$ cat src/design/prs_pkg.sv
// Shared types, codes and constants of the power and reset sequencer.
// Used by every module of the sequencer; depends on nothing.
package prs_pkg;

    localparam int CFG_W              = 20;
    localparam int REG_IDX_W          = 2;
    localparam int TIMER_BITS_DEFAULT = 20;

    localparam logic [CFG_W-1:0] RESET_TICKS_DEFAULT    = CFG_W'(100000);
    localparam logic [CFG_W-1:0] NMI_TICKS_DEFAULT      = CFG_W'(1000);
    localparam logic [CFG_W-1:0] DEBOUNCE_TICKS_DEFAULT = CFG_W'(10000);

    localparam logic [REG_IDX_W-1:0] REG_RESET_TICKS    = 2'd0;
    localparam logic [REG_IDX_W-1:0] REG_NMI_TICKS      = 2'd1;
    localparam logic [REG_IDX_W-1:0] REG_DEBOUNCE_TICKS = 2'd2;

    localparam logic [2:0] CMD_POWER_ON    = 3'd1;
    localparam logic [2:0] CMD_POWER_OFF   = 3'd2;
    localparam logic [2:0] CMD_RESET_PULSE = 3'd3;
    localparam logic [2:0] CMD_NMI         = 3'd4;
    localparam logic [2:0] CMD_QUERY       = 3'd5;

    typedef enum logic [3:0] {
        PH_START    = 4'd0,
        PH_IDLE     = 4'd1,
        PH_PG_WAIT  = 4'd2,
        PH_RST_HOLD = 4'd3,
        PH_NMI      = 4'd4,
        PH_DEB1     = 4'd5,
        PH_WAIT_REL = 4'd6,
        PH_DEB2     = 4'd7,
        PH_RST_TAIL = 4'd8,
        PH_PG_LOST  = 4'd9
    } phase_t;

    typedef enum logic [1:0] {
        BUTTON_NONE  = 2'd0,
        BUTTON_POWER = 2'd1,
        BUTTON_RESET = 2'd2,
        BUTTON_DEBUG = 2'd3
    } btn_t;

    typedef struct packed {
        logic [CFG_W-1:0] reset_ticks;
        logic [CFG_W-1:0] nmi_ticks;
        logic [CFG_W-1:0] debounce_ticks;
    } cfg_t;

    typedef struct packed {
        logic [2:0] cmd;
        logic       power_good;
        logic       reset_line_low;
        logic       power_button;
        logic       reset_button;
        logic       debug_button;
    } item_t;

    typedef struct packed {
        phase_t phase;
        logic   supply_is_on;
        btn_t   pending;
    } state_t;

    typedef struct packed {
        logic supply_on;
        logic reset_drive;
        logic nmi_drive;
        logic busy_res;
        logic reply_valid;
        logic power_state;
    } result_t;

endpackage

$ cat src/design/prs_cfg_regs.sv
// Configuration registers of the power and reset sequencer.
// Depends on prs_pkg for the register indexes, defaults and cfg_t.
module prs_cfg_regs
(
    input  logic                          clk,
    input  logic                          rst_n,
    input  logic                          write_en,
    input  logic [prs_pkg::REG_IDX_W-1:0] write_index,
    input  logic [prs_pkg::CFG_W-1:0]     write_data,
    output prs_pkg::cfg_t                 cfg
);
    import prs_pkg::*;

    cfg_t cfg_reg;

    // Writes to an index past the last register are dropped.
    always_ff @(posedge clk or negedge rst_n)
    begin
        if (!rst_n)
        begin
            cfg_reg.reset_ticks    <= RESET_TICKS_DEFAULT;
            cfg_reg.nmi_ticks      <= NMI_TICKS_DEFAULT;
            cfg_reg.debounce_ticks <= DEBOUNCE_TICKS_DEFAULT;
        end
        else if (write_en)
        begin
            if (write_index == REG_RESET_TICKS)
                cfg_reg.reset_ticks <= write_data;
            else if (write_index == REG_NMI_TICKS)
                cfg_reg.nmi_ticks <= write_data;
            else if (write_index == REG_DEBOUNCE_TICKS)
                cfg_reg.debounce_ticks <= write_data;
        end
    end

    assign cfg = cfg_reg;

endmodule

$ cat src/design/prs_step.sv
// Next-state and pin-drive logic for one timer tick of the sequencer.
// Purely combinational; depends on prs_pkg for the phase, button and command codes.
module prs_step #(
    parameter int TIMER_BITS = prs_pkg::TIMER_BITS_DEFAULT
)
(
    input  prs_pkg::cfg_t          cfg,
    input  prs_pkg::item_t         item,
    input  prs_pkg::state_t        state,
    input  logic [TIMER_BITS-1:0]  timer,
    output prs_pkg::state_t        state_next,
    output logic [TIMER_BITS-1:0]  timer_next,
    output prs_pkg::result_t       result
);
    import prs_pkg::*;

    localparam int LW = ((TIMER_BITS > CFG_W) ? TIMER_BITS : CFG_W) + 1;

    logic [CFG_W-1:0] tail_len;
    logic [CFG_W-1:0] len_sel;
    logic [LW-1:0]    len_min;
    logic [LW-1:0]    len_eff;
    logic [LW-1:0]    limit;
    logic [LW-1:0]    timer_inc;
    logic             done;
    logic [TIMER_BITS-1:0] timer_step;
    logic             held;
    logic             reply;
    logic             rd;

    // Only one timed phase runs at a time, so one length mux and one compare serve all.
    assign tail_len = (cfg.reset_ticks > cfg.debounce_ticks) ?
                      (cfg.reset_ticks - cfg.debounce_ticks) : CFG_W'(1);

    always_comb
    begin
        unique case (state.phase)
            PH_NMI:                len_sel = cfg.nmi_ticks;
            PH_DEB1, PH_DEB2:      len_sel = cfg.debounce_ticks;
            PH_RST_TAIL:           len_sel = tail_len;
            default:               len_sel = cfg.reset_ticks;
        endcase
    end

    assign limit     = LW'(1) << TIMER_BITS;
    assign len_min   = (len_sel == '0) ? LW'(1) : LW'(len_sel);
    assign len_eff   = (len_min > limit) ? limit : len_min;
    assign timer_inc = LW'(timer) + LW'(1);
    assign done      = (timer_inc >= len_eff);
    assign timer_step = done ? '0 : timer_inc[TIMER_BITS-1:0];

    always_comb
    begin
        unique case (state.pending)
            BUTTON_POWER: held = item.power_button;
            BUTTON_RESET: held = item.reset_button;
            BUTTON_DEBUG: held = item.debug_button;
            default:      held = 1'b0;
        endcase
    end

    always_comb
    begin
        state_next = state;
        timer_next = timer;
        reply      = 1'b0;
        unique case (state.phase)
            PH_START:
            begin
                timer_next = timer_step;
                if (done)
                    state_next.phase = PH_IDLE;
            end
            PH_IDLE:
            begin
                priority if (item.cmd == CMD_POWER_ON)
                begin
                    if (!state.supply_is_on)
                    begin
                        state_next.supply_is_on = 1'b1;
                        state_next.pending      = BUTTON_NONE;
                        state_next.phase        = PH_PG_WAIT;
                        timer_next              = '0;
                    end
                end
                else if (item.cmd == CMD_POWER_OFF)
                    state_next.supply_is_on = 1'b0;
                else if (item.cmd == CMD_RESET_PULSE)
                begin
                    state_next.pending = BUTTON_NONE;
                    state_next.phase   = PH_RST_HOLD;
                    timer_next         = '0;
                end
                else if (item.cmd == CMD_NMI)
                begin
                    state_next.pending = BUTTON_NONE;
                    state_next.phase   = PH_NMI;
                    timer_next         = '0;
                end
                else if (item.cmd == CMD_QUERY)
                    reply = 1'b1;
                else if (item.reset_line_low && state.supply_is_on)
                begin
                    state_next.pending = BUTTON_NONE;
                    state_next.phase   = PH_RST_HOLD;
                    timer_next         = '0;
                end
                else if (item.power_button)
                begin
                    state_next.pending      = BUTTON_POWER;
                    state_next.supply_is_on = !state.supply_is_on;
                    state_next.phase        = state.supply_is_on ? PH_DEB1 : PH_PG_WAIT;
                    timer_next              = '0;
                end
                else if (item.reset_button)
                begin
                    state_next.pending = BUTTON_RESET;
                    state_next.phase   = PH_DEB1;
                    timer_next         = '0;
                end
                else if (item.debug_button)
                begin
                    state_next.pending = BUTTON_DEBUG;
                    state_next.phase   = PH_NMI;
                    timer_next         = '0;
                end
                else if (!item.power_good && state.supply_is_on)
                begin
                    state_next.pending = BUTTON_NONE;
                    state_next.phase   = PH_PG_LOST;
                    timer_next         = '0;
                end
                else
                    // No event on this tick: the sequencer stays idle.
                    state_next.phase = PH_IDLE;
            end
            PH_PG_WAIT, PH_PG_LOST:
            begin
                if (item.power_good)
                begin
                    state_next.phase = PH_RST_HOLD;
                    timer_next       = '0;
                end
            end
            PH_RST_HOLD, PH_NMI:
            begin
                timer_next = timer_step;
                if (done)
                begin
                    // A button that started this pulse still has to be released.
                    if ((state.phase == PH_RST_HOLD && state.pending == BUTTON_POWER) ||
                        (state.phase == PH_NMI && state.pending == BUTTON_DEBUG))
                        state_next.phase = PH_DEB1;
                    else
                    begin
                        state_next.pending = BUTTON_NONE;
                        state_next.phase   = PH_IDLE;
                    end
                end
            end
            PH_DEB1:
            begin
                timer_next = timer_step;
                if (done)
                    state_next.phase = PH_WAIT_REL;
            end
            PH_WAIT_REL:
            begin
                if (!held)
                begin
                    state_next.phase = (state.pending == BUTTON_RESET) ? PH_RST_TAIL : PH_DEB2;
                    timer_next       = '0;
                end
            end
            PH_DEB2, PH_RST_TAIL:
            begin
                timer_next = timer_step;
                if (done)
                begin
                    state_next.pending = BUTTON_NONE;
                    state_next.phase   = PH_IDLE;
                end
            end
            default:
            begin
                state_next.pending = BUTTON_NONE;
                state_next.phase   = PH_IDLE;
                timer_next         = '0;
            end
        endcase
    end

    // Pin drives reflect the state after this tick's update.
    assign rd = (state_next.phase == PH_START) || (state_next.phase == PH_PG_WAIT) ||
                (state_next.phase == PH_RST_HOLD) || (state_next.phase == PH_PG_LOST) ||
                (state_next.phase == PH_RST_TAIL) ||
                (((state_next.phase == PH_DEB1) || (state_next.phase == PH_WAIT_REL)) &&
                 (state_next.pending == BUTTON_RESET));

    assign result.supply_on   = state_next.supply_is_on;
    assign result.reset_drive = rd;
    assign result.nmi_drive   = (state_next.phase == PH_NMI);
    assign result.busy_res    = (state_next.phase != PH_IDLE);
    assign result.reply_valid = reply;
    assign result.power_state = reply & state_next.supply_is_on;

endmodule

$ cat src/design/power_reset_sequencer_core.sv
// Power and reset sequencer: each accepted beat is one timer tick, each tick returns one result.
// A tick beat is held in the input register, and its result then in the result register.
// Throughput: one tick beat per cycle while out_ready holds, set by the combinational tick
// update between the input register and the result register; the result register frees the input side.
// Reset: the sequencer starts in the start-up phase holding reset for reset_ticks ticks,
// with the supply off and the configuration registers at their default values.
module power_reset_sequencer_core #(
    parameter int TIMER_BITS = prs_pkg::TIMER_BITS_DEFAULT
)
(
    input  logic                          clk,
    input  logic                          rst_n,
    // Configuration write port.
    input  logic                          write_en,
    input  logic [prs_pkg::REG_IDX_W-1:0] write_index,
    input  logic [prs_pkg::CFG_W-1:0]     write_data,
    // Tick channel.
    input  logic                          in_valid,
    output logic                          in_ready,
    input  logic [2:0]                    cmd,
    input  logic                          power_good,
    input  logic                          reset_line_low,
    input  logic                          power_button,
    input  logic                          reset_button,
    input  logic                          debug_button,
    // Result channel.
    output logic                          out_valid,
    input  logic                          out_ready,
    output logic                          supply_on,
    output logic                          reset_drive,
    output logic                          nmi_drive,
    output logic                          busy_res,
    output logic                          reply_valid,
    output logic                          power_state
);
    import prs_pkg::*;

    cfg_t    cfg;

    // Input register: holds the accepted tick until the result register can take it.
    logic    in_valid_reg;
    logic    in_valid_next;
    item_t   item_reg;

    // Sequencer state.
    state_t  state_reg;
    state_t  state_next;
    logic [TIMER_BITS-1:0] timer_reg;
    logic [TIMER_BITS-1:0] timer_next;

    // Result register.
    logic    out_valid_reg;
    logic    out_valid_next;
    result_t result_reg;
    result_t result_next;

    logic    in_fire;
    logic    advance;

    prs_cfg_regs u_cfg
    (
        .clk         (clk),
        .rst_n       (rst_n),
        .write_en    (write_en),
        .write_index (write_index),
        .write_data  (write_data),
        .cfg         (cfg)
    );

    prs_step #(
        .TIMER_BITS (TIMER_BITS)
    ) u_step
    (
        .cfg        (cfg),
        .item       (item_reg),
        .state      (state_reg),
        .timer      (timer_reg),
        .state_next (state_next),
        .timer_next (timer_next),
        .result     (result_next)
    );

    // The held tick moves on whenever the result register is empty or being drained,
    // so a new tick is taken in the same cycle and the state updates once per tick.
    assign advance  = in_valid_reg && (!out_valid_reg || out_ready);
    assign in_ready = !in_valid_reg || advance;
    assign in_fire  = in_valid && in_ready;

    assign in_valid_next  = in_fire ? 1'b1 : (advance ? 1'b0 : in_valid_reg);
    assign out_valid_next = advance ? 1'b1 : (out_ready ? 1'b0 : out_valid_reg);

    always_ff @(posedge clk or negedge rst_n)
    begin
        if (!rst_n)
        begin
            in_valid_reg           <= 1'b0;
            out_valid_reg          <= 1'b0;
            state_reg.phase        <= PH_START;
            state_reg.supply_is_on <= 1'b0;
            state_reg.pending      <= BUTTON_NONE;
            timer_reg              <= '0;
        end
        else
        begin
            in_valid_reg  <= in_valid_next;
            out_valid_reg <= out_valid_next;
            if (advance)
            begin
                state_reg <= state_next;
                timer_reg <= timer_next;
            end
        end
    end

    // Payload registers carry no reset; their valid flags guard them.
    always_ff @(posedge clk)
    begin
        if (in_fire)
        begin
            item_reg.cmd            <= cmd;
            item_reg.power_good     <= power_good;
            item_reg.reset_line_low <= reset_line_low;
            item_reg.power_button   <= power_button;
            item_reg.reset_button   <= reset_button;
            item_reg.debug_button   <= debug_button;
        end
        if (advance)
            result_reg <= result_next;
    end

    assign out_valid   = out_valid_reg;
    assign supply_on   = result_reg.supply_on;
    assign reset_drive = result_reg.reset_drive;
    assign nmi_drive   = result_reg.nmi_drive;
    assign busy_res    = result_reg.busy_res;
    assign reply_valid = result_reg.reply_valid;
    assign power_state = result_reg.power_state;

endmodule

$ cat config.mk
export PLATFORM = sky130hd
export DESIGN_NAME = power_reset_sequencer_core
export DESIGN_NICKNAME = d
export VERILOG_FILES = /design/src/design/prs_pkg.sv /design/src/design/prs_cfg_regs.sv /design/src/design/prs_step.sv /design/src/design/power_reset_sequencer_core.sv
export SDC_FILE = /design/constraint.sdc
export NUM_CORES = 1
export LEC_CHECK = 0
export ABC_AREA = 0
export BUFFER_PORTS_ARGS = -buffer_cell sky130_fd_sc_hd__buf_2
export CORE_MARGIN = 4
export CORE_UTILIZATION = 50
export CTS_CLUSTER_SIZE = 30
export DETAILED_ROUTE_END_ITERATION = 16
export PLACE_DENSITY = 0.77
export SLEW_MARGIN = 20
export SYNTH_ARGS = -nofsm -noshare
export SYNTH_HDL_FRONTEND = slang
export SYNTH_SLANG_ARGS = --single-unit
$ cat constraint.sdc
create_clock -name clk -period 5.4 [get_ports clk]
set_clock_uncertainty 0.1 [all_clocks]
set_input_delay 0.27 -clock clk [delete_from_list [all_inputs] [get_ports clk]]
set_output_delay 0.27 -clock clk [all_outputs]
set_load 0.005 [all_outputs]
==> results.md, run 1 <==
- Top cells by count, synth: 72 x dfrtp_1, 60 x mux2_2, 60 x nand2_1
- Peak VDD IR: 0.213 mV
- Setup violators final: 0
- Leakage: 0.00354 uW
- Tot GR Track Use: 22.0%
- IO Port Bufs: 42
- Post-synth EDFFs: 14
- Top_reg_cell synth: dfrtp_1
- DRC Markers: 0
- Post-layout net count: 880
- Synth area leader: dfrtp_1
- WL final: 17.8 mm
- Reg2Reg Capture Point: reset_drive
- Syn-to-layout area delta: 11.6%
- Hold Crit Endpoint: in_valid_reg
- Final Worst Setup Slack: 148 ps
- Routability cong.: 1.03
- Synthesized area per cell: 9.89 um2
- Diode count: 0
- Max Buffers Root-to-Sink: 2
- Worst path required time: 5500 ps
- Sequential area share after synthesis: 36.0%
- DR vias: 6094
- I/O pin total: 43
- Post-Syn Area: 0.00741 mm2
- Slew @ Worst Pin: 1050 ps
- Total gr overflow: 0
- Count leader, synth: dfrtp_1
- Fin. Hold Viols: 0
- Share of layout cells above drive strength 1: 26.6%
- Cell Rows: 44
- Iteration-0 DRC Markers: 560
- CTS tree: done
- Worst EP arrival: 5350 ps
- Main area contributors after synthesis: dfrtp_1 24%, mux2_2 9.1%, ha_1 6.9%
- Max Cap Viol: 0
- Synth warn: 0
- Post-Syn Instances: 749
- Worst reg-to-reg path cell count: 19
- Pwr per Cell Area: 420 mW/mm2
- DR pass1 iterations: 5
- ANT nets after route: 0
- Pre-CTS setup slack: 67.2 ps
- Max transition margin: 29.9%
- Tightest Hold Check Type: in2reg
- Die area: 0.0168 mm2
- Final TNS setup: 0 ps
- Total clock sinks: 103
- Hold Crit Depth: 2
- Worst Hold Launch: in_valid
- Critical path class: reg2reg
- Crit share post-route: 97.3%
- CP Launch Type: flop
- Chip Width: 130 um
- Max reg flops: 60
- Pin count of the biggest net entering global routing: 48
- Reg2reg start: u_cfg.cfg[0]
- Num CTS Buffers: 9
- Wirelength per Cell: 17.9 um
- Vias in the first global route: 5865
- Crit-path max FO: 9
- Syn_nets: 826
- Die Ht: 130 um
- Clk root buf: clkbuf_16
- Initial Utilization: 51.0%
- Clk slew on worst S/H paths: 70 ps
- Minimum clock period: 5250 ps
- Initial antenna violation count: 0
- Dpl hpwl: 13.2 mm
- Core ar.: 0.0145 mm2
- Outcome: finished, final reports clean
- Slew Viols, Final: 0
- Clock Latency Late Sink: 360 ps
- Share of flip-flops with an asynchronous set or reset: 86.4%
- Global-route wire length before repair: 29.5 mm
- CTS H-Tree Depth: 3
- Element type at the critical path end: flop
- Post-synth cell types: 100
- Yosys reg bits: 103
- Synth top area share: 24.3%
- Via density: 6.14
- FF-to-FF setup slack: 150 ps
- F_max: 190 MHz
## metrics by stage
step	cell area, um2	hold WS (ps)	power [uW]	instances	utilization [%]
2_1_floorplan	7410	-126	2360	749	-
3_3_place_gp	7820	186	2750	964	53.8
3_5_place_dp	7830	190	2770	964	53.8
4_1_cts	8200	6.13	3420	989	56.4
5_1_grt	8260	10.9	3730	992	56.9
6_report	8260	10.8	3470	992	56.9
## where the power goes
part	internal (uW)	switching [uW]	leakage (uW)	total, uW
Clock	330	300	0.000137	630
Sequential	947	145	0.00121	1090
Combinational	744	1010	0.00219	1750
Total	2020	1450	0.00354	3470
## how the worst max path moves through the flow
stage                  start     endpoint  slack, ps  cells after the start
4_1_cts         u_cfg.cfg[0]  reset_drive         40                     20
2_1_floorplan  u_cfg.cfg[13]  reset_drive        440                     22
3_5_place_dp    u_cfg.cfg[9]  reset_drive         70                     21
5_1_grt         u_cfg.cfg[8]  reset_drive        -70                     22
3_3_place_gp    u_cfg.cfg[0]  reset_drive        190                     19
6_report        u_cfg.cfg[0]  reset_drive        150                     19
## metal layers
metal	part of all wire, %	wire, um	global-route usage (%)	vias to the layer above
li1	-	-	-	2933
met1	45	7980	30.9	2939
met2	46	8180	34.0	186
met3	6.1	1080	3.81	36
met4	2.9	512	8.68	0
met5	0	0	0	-
## kinds of logic after synthesis
kind of cell / synth area share (%)
AOI/OAI and AO/OA: 21.7
xor gates and xnor gates: 3.78
adders and majority gates: 7.19
buffers and inverters: 5.03
DFF: 36.0
muxes: 9.80
and+or+nand+nor: 16.5
## what timing repair did
action                     4_1_cts  5_1_grt
buffers inserted                 0        2
hold endpoints to repair        39        0
gates resized for setup          0       14
hold buffers                     9        0
setup endpoints to repair        0        7
## critical path, cell delays in order (launching register included)
cell,delay (ps)
dfrtp_1,400
ha_1,240
fa_1,400
nor2b_1,160
o2111ai_1,190
and4b_1,300
o21a_4,270
or2_4,280
o31a_2,370
ha_1,300
nand4_1,90
or3_1,360
or2_0,250
o211ai_2,220
nor3_4,100
buf_4,170
o221ai_1,320
inv_2,100
a211oi_2,280
a2bb2oi_1,190
## cell type report
type | instances | area (um2)
fillers | 1295 | 6270
inverters | 37 | 139
clock inverters | 5 | 38.8
clock buffers | 11 | 243
multi-input cells | 573 | 4430
repair buffers | 79 | 517
flip-flops and latches | 103 | 2670
well taps | 184 | 230
## cells in the final DEF, fill, tap and decap left out, types with 13 or more instances in the layout
cell / instances
nand4_1: 14
nor3_1: 16
dfstp_2: 17
xnor2_1: 14
nor2b_1: 14
ha_1: 39
a21oi_1: 33
nand2b_1: 13
mux2_2: 60
edfxtp_1: 14
o21ai_0: 29
xor2_1: 18
nand2_1: 60
a32o_1: 16
dfrtp_1: 72
inv_1: 35
buf_2: 41
buf_4: 28
nor2_1: 37
nand3_1: 23
(Power assumes the default switching activity.)
==> run 2, diff against run 1 <==
--- a/config.mk
+++ b/config.mk
@@ -11,7 +11,7 @@
 export CORE_UTILIZATION = 50
 export CTS_CLUSTER_SIZE = 30
 export DETAILED_ROUTE_END_ITERATION = 16
-export PLACE_DENSITY = 0.77
+export PLACE_DENSITY = 0.79
 export SLEW_MARGIN = 20
 export SYNTH_ARGS = -nofsm -noshare
 export SYNTH_HDL_FRONTEND = slang
==> run 2 against run 1 <==
Against the previous run: worst setup slack better by 23 ps; combinational power up 6%; clock-buffer cell count up 1; via count up 2.1%; critical path type unchanged; largest cell class unchanged.
==> results.md, run 2 (synthesis results as in run 1) <==
- Outcome: finished, final reports clean
- Share of layout cells above drive strength 1: 28.3%
- Clk root buf: clkbuf_16
- ANT nets after route: 0
- Worst path required time: 5400 ps
- Core ar.: 0.0145 mm2
- FF-to-FF setup slack: 170 ps
- DR vias: 6220
- Max Cap Viol: 0
- Max Buffers Root-to-Sink: 2
- Cell Rows: 44
- Hold Crit Depth: 2
- Leakage: 0.00355 uW
- Peak VDD IR: 0.196 mV
- Crit-path max FO: 8
- Slew @ Worst Pin: 989 ps
- Final TNS setup: 0 ps
- Worst reg-to-reg path cell count: 18
- Hold Crit Endpoint: in_valid_reg
- # fillers: 1258
- CTS tree: done
- Most common cell after layout, fill and taps aside: dfrtp_1
- Chip Width: 130 um
- FF+latch area: 0.00267 mm2
- Global-route wire length before repair: 29.2 mm
- Iteration-0 DRC Markers: 614
- Diode count: 0
- Design area: 0.00839 mm2
- Via density: 6.28
- DR pass1 iterations: 8
- Tightest Hold Check Type: in2reg
- Power Total: 3620 uW
- Wirelength per Cell: 18.5 um
- Vias in the first global route: 5748
- IO Port Bufs: 42
- Initial Utilization: 51.0%
- Placed Instances: 957
- Minimum clock period: 5230 ps
- Slew Viols, Final: 0
- Routability cong.: 1.03
- Die Ht: 130 um
- Worst EP arrival: 5230 ps
- Tot GR Track Use: 21.8%
- DRC Markers: 0
- CP Launch Type: flop
- Clk slew on worst S/H paths: 70 ps
- Critical path class: reg2reg
- Max transition margin: 34.1%
- Crit share post-route: 96.8%
- Most frequent cells in the layout: 72 x dfrtp_1, 60 x nand2_1, 60 x mux2_2, 41 x buf_2, 36 x nor2_1
- Total clock sinks: 103
- Pin count of the biggest net entering global routing: 47
- Clock Latency Late Sink: 360 ps
- Element type at the critical path end: flop
- WL final: 18.4 mm
- Worst Hold Launch: in_valid
- Num CTS Buffers: 9
- Pwr per Cell Area: 431 mW/mm2
- Fin. Hold Viols: 0
- Dpl hpwl: 13.1 mm
- Reg2reg start: u_cfg.cfg[0]
- Cell area after placement: 0.00778 mm2
- Die area: 0.0168 mm2
- Initial antenna violation count: 0
- Max reg flops: 60
- Syn-to-layout area delta: 13.2%
- Setup violators final: 0
- Worst hold slack: 16.6 ps
- I/O pin total: 43
- Non-filler cells, final: 990
- Area of the multi-input gates: 0.00454 mm2
- CTS H-Tree Depth: 3
- Post-layout net count: 878
- Reg2Reg Capture Point: reset_drive
- Total gr overflow: 0
- F_max: 191 MHz
[run 2: per-stage QoR]
stage | util, % | setup WS (ps)
2_1_floorplan | - | 441
3_3_place_gp | 53.4 | 140
3_5_place_dp | 53.5 | 60.7
4_1_cts | 56.2 | 27.2
5_1_grt | 57.7 | -77.8
6_report | 57.7 | 172
[run 2: layer usage]
layer  global-route usage, %  part of all wire [%]  wire [um]  vias up
met2                    34.7                    48       8860      249
met1                    30.2                    43       7880     2976
met5                       0                     0          0        -
met3                    3.15                   6.1       1120       43
met4                    8.68                   2.7        498        0
li1                        -                     -          -     2952
[run 2: worst max-delay path by stage]
| stage | end | startpoint | cells past startpoint |
|---|---|---|---|
| 2_1_floorplan | reset_drive | u_cfg.cfg[13] | 22 |
| 3_3_place_gp | reset_drive | u_cfg.cfg[4] | 21 |
| 3_5_place_dp | reset_drive | u_cfg.cfg[4] | 21 |
| 4_1_cts | reset_drive | u_cfg.cfg[0] | 19 |
| 5_1_grt | reset_drive | u_cfg.cfg[0] | 18 |
| 6_report | reset_drive | u_cfg.cfg[0] | 18 |
[run 2: area by class of cell]
cell class	count	share of cell area, %
inverter	37	1.66
sequential	103	31.8
multi-input combinational	574	54.2
tap	184	2.75
clock buffer	12	2.94
timing repair buffer	76	6.03
clock inverter	4	0.642
[run 2: worst max-delay path, stage by stage, from the launching register on]
cell	delay (ps)
dfrtp_1	400
ha_1	230
fa_1	420
nor2b_2	170
o2111ai_2	150
and4b_2	340
o21a_4	250
or2_4	280
o31a_2	380
ha_1	310
nand4_1	90
or3_1	370
or2_0	260
o211ai_2	250
nor3_4	90
buf_6	150
a311oi_4	400
mux2i_1	230
a2bb2oi_1	80
[run 2: repair_timing]
action / CTS / global route
gates resized for setup: 0 / 34
buffers inserted: 0 / 5
setup endpoints to repair: 0 / 10
endpoints found under the hold margin: 40 / 0
hold buffers: 9 / 0
[run 2: power breakdown]
part	switching [uW]	internal [uW]
combinational	1060	790
sequential	148	947
clock	299	375
